## src/rtl/core/fc_pkg.sv

```systemverilog
package fc_pkg;

  localparam int FUNC_W   = 2;
  localparam int INDEX_W  = 10;
  localparam int SAMPLE_W = 16;
  localparam int CFG_W    = 11;
  localparam int PROD_W   = 2 * SAMPLE_W;
  localparam int FRAC_W   = 15;

  typedef enum logic [FUNC_W-1:0] {
    FUNC_WRITE_TAP = 2'd0,
    FUNC_SAMPLE    = 2'd1,
    FUNC_TAIL      = 2'd2,
    FUNC_CLEAR     = 2'd3
  } func_t;

  // controller -> datapath
  typedef struct packed {
    logic tap_wr;
    logic clear;
    logic load;
    logic tail;
    logic issue;
    logic emit;
  } ctl_cmd_t;

  // datapath -> controller
  typedef struct packed {
    logic last;
    logic pipe_empty;
    logic out_free;
  } dp_stat_t;

endpackage

```

## src/rtl/core/fc_ctrl.sv

```systemverilog
module fc_ctrl import fc_pkg::*; (
  input  logic     clk,
  input  logic     rst,
  input  logic     valid,
  input  func_t    func,
  input  dp_stat_t stat,
  output logic     ready,
  output ctl_cmd_t cmd
);

  typedef enum logic [2:0] {
    ST_IDLE   = 3'b001,
    ST_RUN    = 3'b010,
    ST_FINISH = 3'b100
  } state_t;

  state_t state, state_next;

  always_ff @(posedge clk) begin
    if (rst) begin
      state <= ST_IDLE;
    end else begin
      state <= state_next;
    end
  end

  always_comb begin
    state_next = state;
    ready      = 1'b0;
    cmd        = '0;
    unique case (state)
      ST_IDLE: begin
        ready = 1'b1;
        if (valid) begin
          unique case (func)
            FUNC_WRITE_TAP: cmd.tap_wr = 1'b1;
            FUNC_CLEAR:     cmd.clear  = 1'b1;
            FUNC_SAMPLE, FUNC_TAIL: begin
              cmd.load   = 1'b1;
              cmd.tail   = (func == FUNC_TAIL);
              state_next = ST_RUN;
            end
            default: ;
          endcase
        end
      end
      ST_RUN: begin
        cmd.issue = 1'b1;
        if (stat.last) begin
          state_next = ST_FINISH;
        end
      end
      ST_FINISH: begin
        // wait for the sum to settle and the result register to free up
        if (stat.pipe_empty && stat.out_free) begin
          cmd.emit   = 1'b1;
          state_next = ST_IDLE;
        end
      end
      default: state_next = ST_IDLE;
    endcase
  end

endmodule

```

## config.mk

```make
export PLATFORM = sky130hd
export DESIGN_NAME = fc_ctrl
export DESIGN_NICKNAME = d
export VERILOG_FILES = /design/src/rtl/core/fc_pkg.sv /design/src/rtl/core/fc_ctrl.sv
export SDC_FILE = /design/constraint.sdc
export NUM_CORES = 1
export LEC_CHECK = 0
export ABC_AREA = 1
export BUFFER_PORTS_ARGS = -buffer_cell sky130_fd_sc_hd__buf_2
export CAP_MARGIN = 10
export CORE_AREA = 2 2 39 41
export CTS_CLUSTER_DIAMETER = 80
export DETAILED_ROUTE_END_ITERATION = 10
export DIE_AREA = 0 0 41 43
export GPL_ROUTABILITY_DRIVEN = 0
export PLACE_DENSITY = 0.43
export SYNTH_ARGS = -nofsm -noshare
export SYNTH_HDL_FRONTEND = slang
export SYNTH_SLANG_ARGS = --single-unit
export TNS_END_PERCENT = 20
```

## constraint.sdc

```tcl
create_clock -name clk -period 1.3 [get_ports clk]
set_clock_uncertainty 0.05 [all_clocks]
set_input_delay 0.065 -clock clk [delete_from_list [all_inputs] [get_ports clk]]
set_output_delay 0.065 -clock clk [all_outputs]
set_load 0.05 [all_outputs]
```

; Word level (Yosys, flattened, before mapping)
; Index checks and enable logic that the tools add are counted.
[totals]
ff_bits = 3
output_inout_bits = 7
[op_classes]
eq_ne = 10
n_mux = 14
n_reduce_logical = 4
[ops]
columns = cell, n
row1 = 2-to-1 mux 3 bit, 4
row2 = one-hot mux 3 bit (3 select lines), 1
row3 = 2-to-1 mux 4 bit, 2
row4 = 2-to-1 mux 1 bit, 6
row5 = inequality test 2 bit (second input constant), 3
row6 = equality test 2 bit (second input constant), 2
row7 = AND reduction 4 bit, 1
row8 = equality test 3 x 1 -> 1 bit (second input constant), 1
row9 = equality test 3 x 2 -> 1 bit (second input constant), 1
row10 = equality test 3 bit (second input constant), 1
row11 = equality test 2 x 1 -> 1 bit (second input constant), 1
row12 = zero test 2 bit, 1
row13 = 2-to-1 mux 2 bit, 1
row14 = inequality test 2 x 1 -> 1 bit (second input constant), 1
row15 = OR reduction 2 bit, 1
row16 = logical AND 1 bit, 1

; Logic depth before layout (Yosys ltp)
[logic_depth]
depth_word = 5
ltp_mapped = 7

; Worst setup path after synthesis
; OpenSTA, ideal clock, no wires.
[synth_path]
kind = flip-flop to output port
from = register state[2]
to = output port cmd[0] (netlist name)
arrival_time_ps = 1918
required_ps = 1185
slack_ps = -733
path_stages_with_launch = 3
n_path_buf = 0
path_cell_list = dfxtp_1 -> inv_1 -> nor4_1
[synth_lines]
columns = element, line_no
row1 = from (decl), fc_ctrl.sv:17  ; state_t state, state_next;
row2 = from (signal assigned), fc_ctrl.sv:23  ; state <= state_next;
row3 = to (decl), fc_ctrl.sv:8  ; output ctl_cmd_t cmd

==> impl_summary.txt <==
----------------------------------------------------
[Detailed routing]
  Initial DRC Count ... 2
  Post-detailed-route wirelength per cell ... between 8 and 9 µm
  Drt via density ... around 3.9
  Number of detailed-routing iterations run before antenna repair ... 4
  Routed WL ... about 650 µm
  DR vias ... approximately 300
  Number of DRC violations after detailed routing ... 0
  Detail Route Antenna Nets ... 0

[Yosys]
  Portion of the post-synthesis area used by sequential elements ... 21.24%
  Most used standard cells in the synthesized netlist ... 8 x sky130_fd_sc_hd__nand2_1, 6 x sky130_fd_sc_hd__inv_1, 4 x sky130_fd_sc_hd__nor2_1, 4 x sky130_fd_sc_hd__nor2_2
  Predominant post-synthesis flop cell ... sky130_fd_sc_hd__dfxtp_1
  Biggest area contributors in the synthesized netlist ... sky130_fd_sc_hd__dfxtp_1 21%, sky130_fd_sc_hd__ha_1 13%, sky130_fd_sc_hd__nand3_2 11%
  Syn Area/Cell ... around 6.7 µm²
  Yosys warning total ... 0
  Synthesized flop and latch total ... 3
  Synthesized instance count ... between 40 and 50
  Net count of the mapped netlist ... 53
  Proportion of register bits with asynchronous set or reset after synthesis ... 0%
  Cell type contributing the most total cell area after synthesis ... sky130_fd_sc_hd__dfxtp_1
  Count of distinct cell types in the synthesized netlist ... 14
  Count of flip-flops with a built-in enable after synthesis ... 0
  Cell area after synthesis ... ~280 µm²
  Area share of the largest cell type after synthesis ... between 20% and 30%
  Most common cell in the synthesized netlist ... sky130_fd_sc_hd__nand2_1

[Status]
  Result of the run ... finished clean

[Floorplan]
  Core Region ... between 0.001 and 0.0015 mm²
  Top Ports ... 15
  Vertical die dimension ... ~43 µm
  Initial core utilization ... 20.43%
  Die outline area ... 0.001763 mm²
  Die Span X ... between 40 and 50 µm
  Number of core rows ... 14

[Global routing]
  Global-route total usage across every layer ... ~8.5%
  Wire length of the first global-routing pass ... roughly 990 µm
  Initial antenna violation count ... 0
  Met2 global-route usage ... roughly an eighth
  Congestion Overflow GR ... 0
  Pin count of the biggest net entering global routing ... 6
  Via count of the first global-routing pass ... 284
  Global Route met3 Usage ... around 1.6%
  GR peak layer ... met2
  Met1 usage in global routing ... between 8 and 9%

[Placed design]
  Final HPWL DP ... between 500 and 600 µm
  # port buffers ... 14
  Post-Place Cell Area ... 380.4 µm²

[Timing]
  Unrepaired setup endpoints after global routing ... yes
  Final max-slew violation count ... 0
  Final period demand of the worst path ... approximately 1.3 ns
  Final Hold Fails ... 0
  Setup_tns ... 0 ns
  Transition time at the pin with the least slew margin ... roughly 0.25 ns
  Finish-stage setup viols ... 0
  Max Fclk ... 0.7856 GHz
  Final cycle utilization of the critical path ... 97.91%
  Relative slew slack ... between 80% and 90%

[Worst setup path]
  Critical path data required time ... 1.19 ns
  Slowest cell on the critical path ... sky130_fd_sc_hd__dfxtp_2
  Cells along the critical path ... nor2_4, nand2_4, inv_2, nand3_2, inv_1, buf_6
  Crit path largest cell delay ... around 0.35 ns
  Crit end category ... primary output
  Peak fanout along the critical path ... 5
  R2R depth ... 5
  CP Class ... reg2out
  Data arrival, critical path ... 1.16 ns
  CP Launch Type ... flip-flop

[Run]
  Max-capacitance violation count ... 0

[Final layout]
  Net total in the final layout ... between 70 and 80
  Number of flip-flops in the largest register ... 3
  Ant. Diodes ... 0
  Post-route standard cell area excluding fillers ... 464.2 µm²
  Fraction of layout instances using a drive strength above 1 ... 55.74%
  Reg with most FFs ... state
  Relative area change from synthesis to final layout ... 64.16%
  Top Registers ... state (3)
  Final cell utilization of the core ... roughly 34%

[Pwr]
  Leakage power summed over all cells ... between 0.2 and 0.25 nW
  Power per standard cell area ... 1443 mW/mm²
  Peak VDD IR ... roughly 610 µV
  Power consumption ... 0.0006699 W

[Worst hold path]
  Number of stages on the worst hold path ... 3
  Type of the most critical hold path ... in2reg

[Clocking]
  Deepest clock path buffer count ... 2
  # clock sinks ... 3
  Worst skew pair latency ... around 0.23 ns
  CTS buffer count ... 3
  Clock-pin slew of the registers on the worst-case setup and hold paths ... around 0.03 ns
  Root cell of the clock tree ... sky130_fd_sc_hd__clkbuf_4
  Depth of the CTS H-tree ... 1
  Clock tree from TritonCTS ... yes

----------------------------------------------------
==> cells by family after synthesis <==
kind of cell               Yosys count  synth area share [%]
DFF                                  3                 21.24
AOI/OAI and AO/OA                    2                 5.754
adders and majority gates            3                 13.28
and+or+nand+nor                     24                 45.13
buffers and inverters               10                 14.60
==> area by class of cell <==
cell class / count / area [µm²]
tap: 16 / 20.02
multi-input combinational: 29 / 206.4
inverter: 9 / 33.78
clock buffer: 4 / 26.28
timing repair buffer: 16 / 113.9
fill: 158 / 919.6
sequential: 3 / 63.81
==> layer usage <==
| metal | up-vias | routed length, µm |
|---|---|---|
| li1 | 168 | - |
| met1 | 123 | 286 |
| met2 | 6 | 344 |
| met3 | 0 | 15 |
| met4 | 0 | 0 |
| met5 | - | 0 |
==> critical path: cells and delay by family, from the launching register on <==
kind	cells	cell delay, ns
flip-flops	1	0.35
AND/OR/NAND/NOR	3	0.29
buffers and inverters	3	0.28
==> per-stage QoR <==
| stage | setup WS, ns | hold slack (ns) | cells |
|---|---|---|---|
| 2_1_floorplan | -0.04913 | 0.07744 | 42 |
| 3_3_place_gp | 0.1172 | 0.2019 | 71 |
| 3_5_place_dp | 0.1297 | 0.2057 | 71 |
| 4_1_cts | 0.004390 | 0.08103 | 76 |
| 5_1_grt | -0.05096 | 0.09617 | 77 |
| 6_report | 0.02715 | 0.08895 | 77 |
==> cell usage in the layout, fill, tap and decap left out <==
cell | Yosys | layout
sky130_fd_sc_hd__a21oi_2 | 1 | 1
sky130_fd_sc_hd__buf_2 | 0 | 8
sky130_fd_sc_hd__buf_4 | 1 | 1
sky130_fd_sc_hd__buf_6 | 0 | 3
sky130_fd_sc_hd__clkbuf_1 | 0 | 1
sky130_fd_sc_hd__clkbuf_4 | 0 | 6
sky130_fd_sc_hd__dfxtp_2 | 0 | 3
sky130_fd_sc_hd__dlygate4sd3_1 | 0 | 1
sky130_fd_sc_hd__ha_1 | 3 | 3
sky130_fd_sc_hd__inv_1 | 6 | 6
sky130_fd_sc_hd__inv_2 | 3 | 3
sky130_fd_sc_hd__nand2_1 | 8 | 8
sky130_fd_sc_hd__nand2_4 | 0 | 1
sky130_fd_sc_hd__nand3_1 | 3 | 3
sky130_fd_sc_hd__nand3_2 | 3 | 3
sky130_fd_sc_hd__nor2_1 | 4 | 4
sky130_fd_sc_hd__nor2_2 | 4 | 3
sky130_fd_sc_hd__nor2_4 | 0 | 1
sky130_fd_sc_hd__nor4_4 | 0 | 1
sky130_fd_sc_hd__o21bai_1 | 1 | 1
==> what timing repair did <==
action,4_1_cts,5_1_grt
endpoints found under the hold margin,1,0
hold buffers,1,0
pin swaps,1,1
endpoints found under the setup margin,7,6
setup buffers,0,1
gates resized for setup,6,8
==> report_power, final <==
part / leakage [nW] / total, W / internal (W) / switching, W
registers: 0.0253 / 0.000154 / 0.000117 / 0.0000372
logic: 0.200 / 0.000356 / 0.000123 / 0.000233
clock network: 0.0150 / 0.000160 / 0.000115 / 0.0000452
total: 0.240 / 0.000670 / 0.000355 / 0.000315
==> final timing paths <==
path	slack (ns)	to	from
hold / removal	0.09	state[1]	valid
hold reg to reg	0.58	state[1]	state[1]
setup / recovery	0.03	cmd[3]	state[1]
setup reg to reg	0.31	state[2]	state[1]
Power figures use the tool's default switching activity.
